===== config.mk =====
export PLATFORM = sky130hd
export DESIGN_NAME = keypad_debounce_autorepeat
export DESIGN_NICKNAME = d
export VERILOG_FILES = /design/src/sv/kda_pkg.sv /design/src/sv/keypad_debounce_autorepeat.sv
export VERILOG_INCLUDE_DIRS = /design/src /design/src/sv
export SDC_FILE = /design/constraint.sdc
export NUM_CORES = 1
export LEC_CHECK = 0
export BUFFER_PORTS_ARGS = -buffer_cell sky130_fd_sc_hd__buf_2
export CAP_MARGIN = 25
export CELL_PAD_IN_SITES_DETAIL_PLACEMENT = 2
export CELL_PAD_IN_SITES_GLOBAL_PLACEMENT = 2
export CORE_UTILIZATION = 35
export CTS_CLUSTER_SIZE = 24
export DETAILED_ROUTE_END_ITERATION = 6
export HOLD_SLACK_MARGIN = 0.08
export PLACE_DENSITY_LB_ADDON = 0.2
export SKIP_LAST_GASP = 1
export SLEW_MARGIN = 25
export SYNTH_ARGS = -nofsm -noshare
export SYNTH_HDL_FRONTEND = slang
export SYNTH_SLANG_ARGS = --single-unit

===== constraint.sdc =====
create_clock -name clock -period 8.4 [get_ports clock]
set_input_delay 2.1 -clock clock [delete_from_list [all_inputs] [get_ports clock]]
set_output_delay 2.1 -clock clock [all_outputs]
set_load 0.02 [all_outputs]

===== src/sv/keypad_debounce_autorepeat_macros.svh =====
// Assertion macros shared by the keypad debounce and auto-repeat design.
`ifndef KEYPAD_DEBOUNCE_AUTOREPEAT_MACROS_SVH
`define KEYPAD_DEBOUNCE_AUTOREPEAT_MACROS_SVH

// Checks that the consequent holds in the same cycle as the antecedent.
`define KDA_ASSERT_SAME(label, clk, rst, ante, cons) \
   label: assert property (@(posedge clk) disable iff (rst) (ante) |-> (cons)) \
      else $error("keypad debounce assertion failed");

// Checks that the consequent holds in the cycle after the antecedent.
`define KDA_ASSERT_NEXT(label, clk, rst, ante, cons) \
   label: assert property (@(posedge clk) disable iff (rst) (ante) |=> (cons)) \
      else $error("keypad debounce assertion failed");

`endif


===== src/sv/kda_pkg.sv =====
// Package with sizes, reset values and register indexes of the keypad debouncer.
package kda_pkg;

   localparam int KEYS = 4;
   localparam int TIMER_BITS = 16;
   localparam int DEBOUNCE_BITS = 7;
   localparam int INTERVAL_BITS = 16;
   localparam int MULT_BITS = 2;
   localparam int CSR_ADDR_BITS = 2;
   localparam int CSR_DATA_BITS = 16;
   localparam int CMP_BITS = (TIMER_BITS > INTERVAL_BITS) ? TIMER_BITS : INTERVAL_BITS;

   localparam logic [DEBOUNCE_BITS-1:0] DEBOUNCE_RESET = 7'd50;
   localparam logic [INTERVAL_BITS-1:0] PRE_REPEAT_RESET = 16'd1000;
   localparam logic [INTERVAL_BITS-1:0] REPEAT_RESET = 16'd200;
   localparam logic [INTERVAL_BITS-1:0] MULTIPLY_RESET = 16'd3000;
   localparam logic [MULT_BITS-1:0] MULT_MAX = 2'd3;

   typedef enum logic [CSR_ADDR_BITS-1:0] {
      CSR_DEBOUNCE   = 2'd0,
      CSR_PRE_REPEAT = 2'd1,
      CSR_REPEAT     = 2'd2,
      CSR_MULTIPLY   = 2'd3
   } csr_index_type;

   typedef logic [DEBOUNCE_BITS-1:0] count_type;
   typedef logic [TIMER_BITS-1:0] timer_type;

endpackage


===== src/sv/keypad_debounce_autorepeat.sv =====
// Keypad debouncer with auto-repeat and hold multiplier, one tick item per cycle at most.
// The result of a tick item is valid in the cycle after it is accepted.
// Input stalls while a result waits; the result register frees itself when taken.
// The whole tick update is one pass of logic from the input port to the state and result.
// Synchronous reset clears the key state, timers, multiplier and result valid flag,
// and loads the interval registers with their default values.
`include "keypad_debounce_autorepeat_macros.svh"

module keypad_debounce_autorepeat
   import kda_pkg::*;
(
   input  logic                     clock,
   input  logic                     reset,
   input  logic                     req_valid,
   output logic                     req_ready,
   input  logic [KEYS-1:0]          req_keys_raw,
   output logic                     rsp_valid,
   input  logic                     rsp_ready,
   output logic [KEYS-1:0]          rsp_one_shot,
   output logic [KEYS-1:0]          rsp_keys_pressed,
   output logic [MULT_BITS-1:0]     rsp_multiplier,
   input  logic                     csr_wen,
   input  logic [CSR_ADDR_BITS-1:0] csr_addr,
   input  logic [CSR_DATA_BITS-1:0] csr_wdata
);

   logic [DEBOUNCE_BITS-1:0] debounce_ms_ff;
   logic [INTERVAL_BITS-1:0] pre_repeat_ms_ff;
   logic [INTERVAL_BITS-1:0] repeat_ms_ff;
   logic [INTERVAL_BITS-1:0] multiply_ms_ff;

   count_type             count_ff [KEYS];
   count_type             count_in [KEYS];
   logic [KEYS-1:0]       pressed_ff, pressed_in;
   logic [KEYS-1:0]       was_pressed_ff, was_pressed_in;
   timer_type             repeat_ff, repeat_in;
   timer_type             prerepeat_ff, prerepeat_in;
   timer_type             multiply_ff, multiply_in;
   logic [MULT_BITS-1:0]  mult_ff, mult_in;
   logic [KEYS-1:0]       shot_in;

   logic                  rsp_valid_ff;
   logic [KEYS-1:0]       rsp_one_shot_ff;
   logic [KEYS-1:0]       rsp_keys_pressed_ff;
   logic [MULT_BITS-1:0]  rsp_multiplier_ff;

   logic                  accept;

   assign req_ready = !rsp_valid_ff || rsp_ready;
   assign accept = req_valid && req_ready;

   assign rsp_valid = rsp_valid_ff;
   assign rsp_one_shot = rsp_one_shot_ff;
   assign rsp_keys_pressed = rsp_keys_pressed_ff;
   assign rsp_multiplier = rsp_multiplier_ff;

   always_ff @(posedge clock) begin
      if (reset) begin
         debounce_ms_ff <= DEBOUNCE_RESET;
         pre_repeat_ms_ff <= PRE_REPEAT_RESET;
         repeat_ms_ff <= REPEAT_RESET;
         multiply_ms_ff <= MULTIPLY_RESET;
      end else if (csr_wen) begin
         unique case (csr_index_type'(csr_addr))
            CSR_DEBOUNCE: begin
               debounce_ms_ff <= csr_wdata[DEBOUNCE_BITS-1:0];
            end
            CSR_PRE_REPEAT: begin
               pre_repeat_ms_ff <= csr_wdata[INTERVAL_BITS-1:0];
            end
            CSR_REPEAT: begin
               repeat_ms_ff <= csr_wdata[INTERVAL_BITS-1:0];
            end
            CSR_MULTIPLY: begin
               multiply_ms_ff <= csr_wdata[INTERVAL_BITS-1:0];
            end
            default: begin
            end
         endcase
      end
   end

   always_comb begin
      pressed_in = pressed_ff;
      for (int i = 0; i < KEYS; i++) begin
         count_in[i] = count_ff[i];
         if (!req_keys_raw[i] && (count_ff[i] < debounce_ms_ff)) begin
            count_in[i] = count_ff[i] + 1'b1;
         end
         if (req_keys_raw[i] && (count_ff[i] != '0)) begin
            count_in[i] = count_ff[i] - 1'b1;
         end
         if (count_in[i] == '0) begin
            pressed_in[i] = 1'b0;
         end
         if (count_in[i] == debounce_ms_ff) begin
            pressed_in[i] = 1'b1;
         end
      end

      shot_in = pressed_in & ~was_pressed_ff;
      was_pressed_in = pressed_in;

      repeat_in = (repeat_ff == '1) ? repeat_ff : repeat_ff + 1'b1;
      prerepeat_in = (prerepeat_ff == '1) ? prerepeat_ff : prerepeat_ff + 1'b1;
      multiply_in = (multiply_ff == '1) ? multiply_ff : multiply_ff + 1'b1;
      mult_in = mult_ff;

      if (pressed_in == '0) begin
         mult_in = '0;
         repeat_in = '0;
         prerepeat_in = '0;
         multiply_in = '0;
      end

      // Auto-repeat clears the edge history so the held keys fire on the next tick.
      if ((CMP_BITS'(prerepeat_in) >= CMP_BITS'(pre_repeat_ms_ff)) &&
          (CMP_BITS'(repeat_in) >= CMP_BITS'(repeat_ms_ff))) begin
         was_pressed_in = '0;
         repeat_in = '0;
      end

      if (CMP_BITS'(multiply_in) >= CMP_BITS'(multiply_ms_ff)) begin
         multiply_in = '0;
         if (mult_in != MULT_MAX) begin
            mult_in = mult_in + 1'b1;
         end
      end
   end

   always_ff @(posedge clock) begin
      if (reset) begin
         for (int i = 0; i < KEYS; i++) begin
            count_ff[i] <= '0;
         end
         pressed_ff <= '0;
         was_pressed_ff <= '0;
         repeat_ff <= '0;
         prerepeat_ff <= '0;
         multiply_ff <= '0;
         mult_ff <= '0;
      end else if (accept) begin
         for (int i = 0; i < KEYS; i++) begin
            count_ff[i] <= count_in[i];
         end
         pressed_ff <= pressed_in;
         was_pressed_ff <= was_pressed_in;
         repeat_ff <= repeat_in;
         prerepeat_ff <= prerepeat_in;
         multiply_ff <= multiply_in;
         mult_ff <= mult_in;
      end
   end

   always_ff @(posedge clock) begin
      if (reset) begin
         rsp_valid_ff <= 1'b0;
      end else if (accept) begin
         rsp_valid_ff <= 1'b1;
      end else if (rsp_ready) begin
         rsp_valid_ff <= 1'b0;
      end
   end

   always_ff @(posedge clock) begin
      if (accept) begin
         rsp_one_shot_ff <= shot_in;
         rsp_keys_pressed_ff <= pressed_in;
         rsp_multiplier_ff <= mult_in;
      end
   end

   `KDA_ASSERT_NEXT(a_accept_gives_result, clock, reset, accept, rsp_valid_ff)
   `KDA_ASSERT_SAME(a_shot_only_when_pressed, clock, reset, rsp_valid_ff, (rsp_one_shot_ff & ~rsp_keys_pressed_ff) == '0)
   `KDA_ASSERT_SAME(a_idle_timers_clear, clock, reset, pressed_ff == '0, (repeat_ff == '0) && (prerepeat_ff == '0) && (multiply_ff == '0))

endmodule

; After elaboration in Yosys (flattened, before gate mapping)
; Memory sizes are Yosys's and may differ from the RTL's.
; Cells that the tools add are included.
[classes]
add_sub_neg = 12
n_lt_le_gt_ge = 7
n_eq_ne = 11
muxes = 39
bitwise_logic = 6
n_reduce_logical = 31
[op_table]
columns = cell, n
row1 = $mux W16, 8
row2 = $mux W7, 12
row3 = $add A16 B1 Y16 const B, 3
row4 = $eq A16 B16 Y1 const B, 3
row5 = $ge A16 B16 Y1, 3
row6 = $add A7 B1 Y7 const B, 4
row7 = $eq A7 B7 Y1, 4
row8 = $logic_not A7 Y1, 4
row9 = $lt A7 B7 Y1, 4
row10 = $reduce_bool A7 Y1, 4
row11 = $sub A7 B1 Y7 const B, 4
row12 = $mux W1, 15
row13 = $logic_and A1 B1 Y1, 10
row14 = $reduce_and A2 Y1, 4
row15 = $mux W2, 3
row16 = $logic_not A1 Y1, 5
row17 = $and A4 B4 Y4, 1
row18 = $eq A2 B2 Y1 const B, 2
row19 = $logic_not A4 Y1, 1
row20 = $mux W4, 1
row21 = $not A4 Y4, 1
row22 = $or A1 B1 Y1, 4
row23 = $add A2 B1 Y2 const B, 1
row24 = $eq A2 B1 Y1 const B, 1
row25 = 4 further kinds, 4
[totals]
register_bits = 124
ram_bits = 28
input_bits = 27
out_inout_bits = 12
n_memories = 1
[mem_list]
columns = memory, words, word_bits, rd, rd_ports_with_merged_regs, wr, line_no
row1 = count_ff, 4, 7, 4, 0, 4, keypad_debounce_autorepeat.sv:32  ; count_type count_ff [KEYS];

; Logic depth before layout (Yosys ltp)
[logic_depth]
depth_word = 12
mapped_depth = 31

; Worst setup path after synthesis
; Ideal clock, no wire load.
[synth_timing]
path_kind = input to register
start = in req_keys_raw[0]
end = reg repeat_ff[10]
setup_ns = 0.079
arrival_time_ns = 7.114
required_time_ns = 8.321
path_slack_ns = 1.207
path_stages = 28
n_path_buf = 6
path_cell_list = clkbuf_1 -> and4b_1 -> nand2_1 -> a211oi_2 -> o21a_1 -> nor2_1 -> o41ai_1 -> o41a_1 -> inv_1 -> a2111oi_2 -> and2_1 -> buf_4 -> buf_2 -> buf_2 -> nor2_1 -> ha_1 -> a21o_1 -> a21o_1 -> a21o_1 -> a21o_1 -> a211oi_1 -> o21bai_1 -> a21oi_1 -> a221o_1 -> clkbuf_1 -> clkbuf_1 -> o211ai_1 -> a21oi_1
[synth_between]
elab_chain_cells = 12
word_cells_on_any_way = 16
cone_classes = order compare (2) / eq/ne (1) / mux (7) / reduce/logical (6)
[synth_rtl]
columns = item, line_no
row1 = from (decl), keypad_debounce_autorepeat.sv:16  ; input logic [KEYS-1:0] req_keys_raw,
row2 = $logic_not A1 Y1, keypad_debounce_autorepeat.sv:87  ; if (!req_keys_raw[i] && (count_ff[i] < debounce_ms_ff)) begin
row3 = $logic_and A1 B1 Y1, keypad_debounce_autorepeat.sv:87
row4 = $mux W7, keypad_debounce_autorepeat.sv:87
row5 = $mux W7 (*), keypad_debounce_autorepeat.sv:90  ; if (req_keys_raw[i] && (count_ff[i] != '0)) begin
row6 = $logic_not A7 Y1, keypad_debounce_autorepeat.sv:93  ; if (count_in[i] == '0) begin
row7 = $mux W1, keypad_debounce_autorepeat.sv:93
row8 = $mux W1 (*), keypad_debounce_autorepeat.sv:96  ; if (count_in[i] == debounce_ms_ff) begin
row9 = via pressed_in[0], keypad_debounce_autorepeat.sv:34  ; logic [KEYS-1:0] pressed_ff, pressed_in;
row10 = $logic_not A4 Y1 (*), keypad_debounce_autorepeat.sv:109  ; if (pressed_in == '0) begin
row11 = $mux W16 (*), keypad_debounce_autorepeat.sv:109
row12 = via prerepeat_in[1], keypad_debounce_autorepeat.sv:37  ; timer_type prerepeat_ff, prerepeat_in;
row13 = $ge A16 B16 Y1 (*), keypad_debounce_autorepeat.sv:117  ; if ((CMP_BITS'(prerepeat_in) >= CMP_BITS'(pre_repeat_ms_ff)) &&
row14 = $logic_and A1 B1 Y1 (*), keypad_debounce_autorepeat.sv:117
row15 = $mux W16 (*), keypad_debounce_autorepeat.sv:117
row16 = to (signal assigned), keypad_debounce_autorepeat.sv:148  ; repeat_ff <= repeat_in;
row17 = to (decl), keypad_debounce_autorepeat.sv:36  ; timer_type repeat_ff, repeat_in;
; Mark *: on every way through the listed nets, which the timed path passes. The rest lies on a longest branch.
; A chain may end at the register's enable or synchronous reset.

; Worst setup path after layout
[layout_timing]
start = in req_keys_raw[3]
end = reg multiply_ff[6]
[layout_between]
elab_chain_cells = 11
word_cells_on_any_way = 13
cone_classes = order compare (1) / eq/ne (1) / mux (6) / reduce/logical (5)
[layout_rtl]
columns = item, line_no
row1 = $logic_not A1 Y1, keypad_debounce_autorepeat.sv:87
row2 = $logic_and A1 B1 Y1, keypad_debounce_autorepeat.sv:87
row3 = $mux W7, keypad_debounce_autorepeat.sv:87
row4 = $mux W7 (*), keypad_debounce_autorepeat.sv:90
row5 = $logic_not A7 Y1, keypad_debounce_autorepeat.sv:93
row6 = $mux W1, keypad_debounce_autorepeat.sv:93
row7 = $mux W1 (*), keypad_debounce_autorepeat.sv:96
row8 = via pressed_in[3], keypad_debounce_autorepeat.sv:34
row9 = $logic_not A4 Y1 (*), keypad_debounce_autorepeat.sv:109
row10 = $mux W16 (*), keypad_debounce_autorepeat.sv:109
row11 = $ge A16 B16 Y1, keypad_debounce_autorepeat.sv:123  ; if (CMP_BITS'(multiply_in) >= CMP_BITS'(multiply_ms_ff)) begin
row12 = $mux W16 (*), keypad_debounce_autorepeat.sv:123
row13 = to (signal assigned), keypad_debounce_autorepeat.sv:150  ; multiply_ff <= multiply_in;
row14 = to (decl), keypad_debounce_autorepeat.sv:38  ; timer_type multiply_ff, multiply_in;
; Marks and branches as above.

==> impl_metrics.xml <==
<?xml version="1.0" encoding="UTF-8"?>
<metrics>
  <group name="routing">
    <metric name="vias_per_cell" unit="">5.93</metric>
    <metric name="first_iter_violations" unit="">680</metric>
    <metric name="route.detailed.drc" unit="">0</metric>
    <metric name="router_iterations_before_antenna_repair" unit="">5</metric>
    <metric name="wl_per_cell" unit="um">22.3</metric>
    <metric name="finalWirelength" unit="um">43100</metric>
    <metric name="dr_total_vias" unit="">11400</metric>
    <metric name="postRouteAntennaNets" unit="">0</metric>
  </group>
  <group name="grt">
    <metric name="grt_remaining_overflow" unit="">0</metric>
    <metric name="number_of_antenna_violations_at_the_first_check_in_global_routing" unit="">1</metric>
    <metric name="grt_max_degree" unit="">55</metric>
    <metric name="grt_pass1_vias" unit="">11900</metric>
    <metric name="grt_first_pass_wirelength" unit="um">68200</metric>
    <metric name="grt_use_total" unit="">0.261</metric>
  </group>
  <group name="clock_tree">
    <metric name="clock-root-buffer" unit="">clkbuf_16</metric>
    <metric name="numCtsBuffers" unit="">17</metric>
    <metric name="postCtsSetupRepairBufs" unit="">0</metric>
    <metric name="clkTransAtPathRegs" unit="ns">0.06</metric>
    <metric name="cts.repair.resized" unit="">0</metric>
    <metric name="tritoncts_clock_tree" unit="">yes</metric>
    <metric name="clock_tree.buffer_depth" unit="">2</metric>
    <metric name="hold_buffers" unit="">0</metric>
    <metric name="worst_skew_pair.late_latency" unit="ns">0.45</metric>
    <metric name="cts_num_sinks" unit="">152</metric>
    <metric name="clock_tree.htree_level_count" unit="">4</metric>
  </group>
  <group name="timing">
    <metric name="tightest_slew" unit="ns">0.968</metric>
    <metric name="finalHoldWorstSlack" unit="ns">0.456</metric>
    <metric name="final.min_clock_period" unit="ns">7.64</metric>
    <metric name="smallest_setup_slack_after_layout" unit="ns">0.761</metric>
    <metric name="finalHoldViolations" unit="">0</metric>
    <metric name="fin_max_slew_vios" unit="">0</metric>
    <metric name="fin_worst_skew" unit="ns">0.0126</metric>
    <metric name="max-slew-margin-rel" unit="">0.352</metric>
    <metric name="setup_repair_after_global_routing_missed_its_margin" unit="">false</metric>
    <metric name="setup_viol_count_final" unit="">0</metric>
    <metric name="fin_setup_tns" unit="ns">0</metric>
    <metric name="period_share" unit="">0.909</metric>
    <metric name="clock.fmax" unit="MHz">131</metric>
  </group>
  <group name="synthesis">
    <metric name="synth_cells" unit="">1484</metric>
    <metric name="netlist-cell-type-count" unit="">85</metric>
    <metric name="post_synth.cell_area_avg" unit="um^2">7.74</metric>
    <metric name="synth_nets" unit="">1594</metric>
    <metric name="synth_ff_type" unit="">dfxtp_1</metric>
    <metric name="async_flop_share" unit="">0</metric>
    <metric name="synth.most_common_cell" unit="">nand2_1</metric>
    <metric name="synth.yosys.warnings" unit="">0</metric>
    <metric name="yosysTopAreaCellShare" unit="">0.199</metric>
    <metric name="post_synth_most_frequent_cells" unit="">nand2_1, nor2_1, dfxtp_1</metric>
    <metric name="synth.ff_latch_count" unit="">152</metric>
    <metric name="netlist.top_cell.by_area" unit="">dfxtp_1</metric>
    <metric name="synth-edff-count" unit="">38</metric>
    <metric name="ys_seq_area_frac" unit="">0.298</metric>
    <metric name="netlist_area" unit="um^2">11500</metric>
    <metric name="synth.top_cells.by_area" unit="">dfxtp_1, edfxtp_1, ha_1</metric>
  </group>
  <group name="placed_design">
    <metric name="pre_cts_ws" unit="ns">0.275</metric>
    <metric name="gp_congestion" unit="">0.864</metric>
    <metric name="place_hpwl" unit="um">31300</metric>
    <metric name="port_buffers" unit="">38</metric>
  </group>
  <group name="setup_path">
    <metric name="critical_path_class" unit="">input pin to flip-flop</metric>
    <metric name="critical_path.endpoint_type" unit="">flip-flop</metric>
    <metric name="worst-r2r-setup-slack" unit="ns">0.95</metric>
    <metric name="crit_fanout" unit="">26</metric>
    <metric name="category_of_the_worst_setup_path_launch_point" unit="">input pin</metric>
    <metric name="cp_data_arrival_time" unit="ns">7.99</metric>
    <metric name="required_time_reported_for_the_critical_path_endpoint" unit="ns">8.75</metric>
  </group>
  <group name="final_layout">
    <metric name="filler_cell_count" unit="">3726</metric>
    <metric name="num_antenna_cells" unit="">0</metric>
    <metric name="post-route-util" unit="">0.398</metric>
    <metric name="layout-drive-gt1-share" unit="">0.0870</metric>
    <metric name="fin_nets" unit="">1592</metric>
    <metric name="layout_stage_area_growth_over_the_synthesis_result" unit="%">10.6</metric>
  </group>
  <group name="power_and_ir_drop">
    <metric name="max-vdd-ir-drop" unit="V">0.000106</metric>
    <metric name="power_leakage" unit="nW">4.91</metric>
    <metric name="power-per-cell-area" unit="nW/um^2">169</metric>
  </group>
  <group name="floorplanning">
    <metric name="fp.dieArea" unit="um^2">33500</metric>
    <metric name="floorplan.rows" unit="">65</metric>
    <metric name="chipWidth" unit="um">183</metric>
    <metric name="die_y" unit="um">183</metric>
    <metric name="ioPinCount" unit="">39</metric>
    <metric name="design.core.area" unit="um^2">31900</metric>
    <metric name="floorplan.initialDensity" unit="">0.360</metric>
  </group>
  <group name="min_path">
    <metric name="hp-class" unit="">flip-flop to flip-flop</metric>
  </group>
  <group name="job">
    <metric name="max_cap_viol_count" unit="">0</metric>
  </group>
  <group name="status">
    <metric name="outcome" unit="">finished, final reports clean</metric>
  </group>
</metrics>
==> critical path: stages <==
cell and delay, ns:
buf_2 0.27, nor4b_1 0.47, a211o_1 0.16, o21ai_0 0.07, a311oi_1 0.29, o311ai_0 0.29
o41ai_1 0.54, o41ai_4 0.22, a2111oi_2 0.51, and2_2 0.46, buf_12 0.21, a21oi_1 0.06
ha_1 0.32, a21o_1 0.19, a21o_1 0.17, a21oi_1 0.14, o21ai_0 0.12, a21o_1 0.24
nand2b_1 0.17, buf_4 0.19, inv_1 0.25, nand2_1 0.29, o31ai_1 0.25
==> sequential cells by signal (all words and copies together), names as in the netlist, 7 cells and up <==
signal / cells
count_ff: 28
multiply_ff: 16
multiply_ms_ff: 16
pre_repeat_ms_ff: 16
prerepeat_ff: 16
repeat_ff: 16
repeat_ms_ff: 16
debounce_ms_ff: 7
==> metal layers <==
layer,wire [um],part of all wire,track usage
met1,19900,0.46,0.340
met2,21200,0.49,0.459
met3,1370,0.032,0.0298
met4,692,0.016,0.0647
met5,0,0,0
==> cells in the final DEF (no fill, tap or decap), types with 34 or more instances in the layout <==
cell type	count
nand2_1	174
nor2_1	134
dfxtp_1	114
a21oi_1	113
inv_1	86
ha_1	83
nand3_1	65
o21ai_0	60
nor3_1	53
xnor2_1	39
edfxtp_1	38
buf_2	38
a31oi_1	34
==> cells by family after synthesis <==
kind of cell,after synthesis,synth area share
xor+xnor,61,0.0477
flops,152,0.298
fa+ha+maj,83,0.0905
mux,19,0.0171
simple gates,589,0.251
buf+inv,182,0.0626
compound gates,398,0.233
==> metrics by stage <==
step           power, mW  area (um^2)  std cells
2_1_floorplan       1.19        11500       1484
3_3_place_gp        1.35        12100       1898
3_5_place_dp        1.36        12100       1898
4_1_cts             2.17        12700       1930
5_1_grt             2.24        12700       1930
6_report            2.15        12700       1930
==> power by group <==
group          switching, mW  internal (mW)
clock network          0.347          0.444
logic                  0.341          0.177
registers             0.0525          0.787
total                  0.740           1.41
==> final cells by class <==
cell class	count	area, um^2	area share
inverters	91	344	0.0271
clock inverters	11	111	0.00877
well taps	435	544	0.0429
flip-flops and latches	152	3420	0.270
repair buffers	70	443	0.0349
multi-input cells	1150	7350	0.579
clock buffers	21	480	0.0378
==> final timing paths <==
| kind | start | to | cells past startpoint |
|---|---|---|---|
| worst min register to register | multiply_ms_ff[14]$_SDFFE_PP0P_ | multiply_ms_ff[14]$_SDFFE_PP0P_ | 2 |
| worst max-delay path | req_keys_raw[3] | multiply_ff[6]$_SDFFE_PP0P_ | 23 |
| worst min-delay path | multiply_ms_ff[14]$_SDFFE_PP0P_ | multiply_ms_ff[14]$_SDFFE_PP0P_ | 2 |
| worst max register to register | debounce_ms_ff[6]$_SDFFE_PP0P_ | multiply_ff[6]$_SDFFE_PP0P_ | 24 |
(Power assumes the default switching activity.)
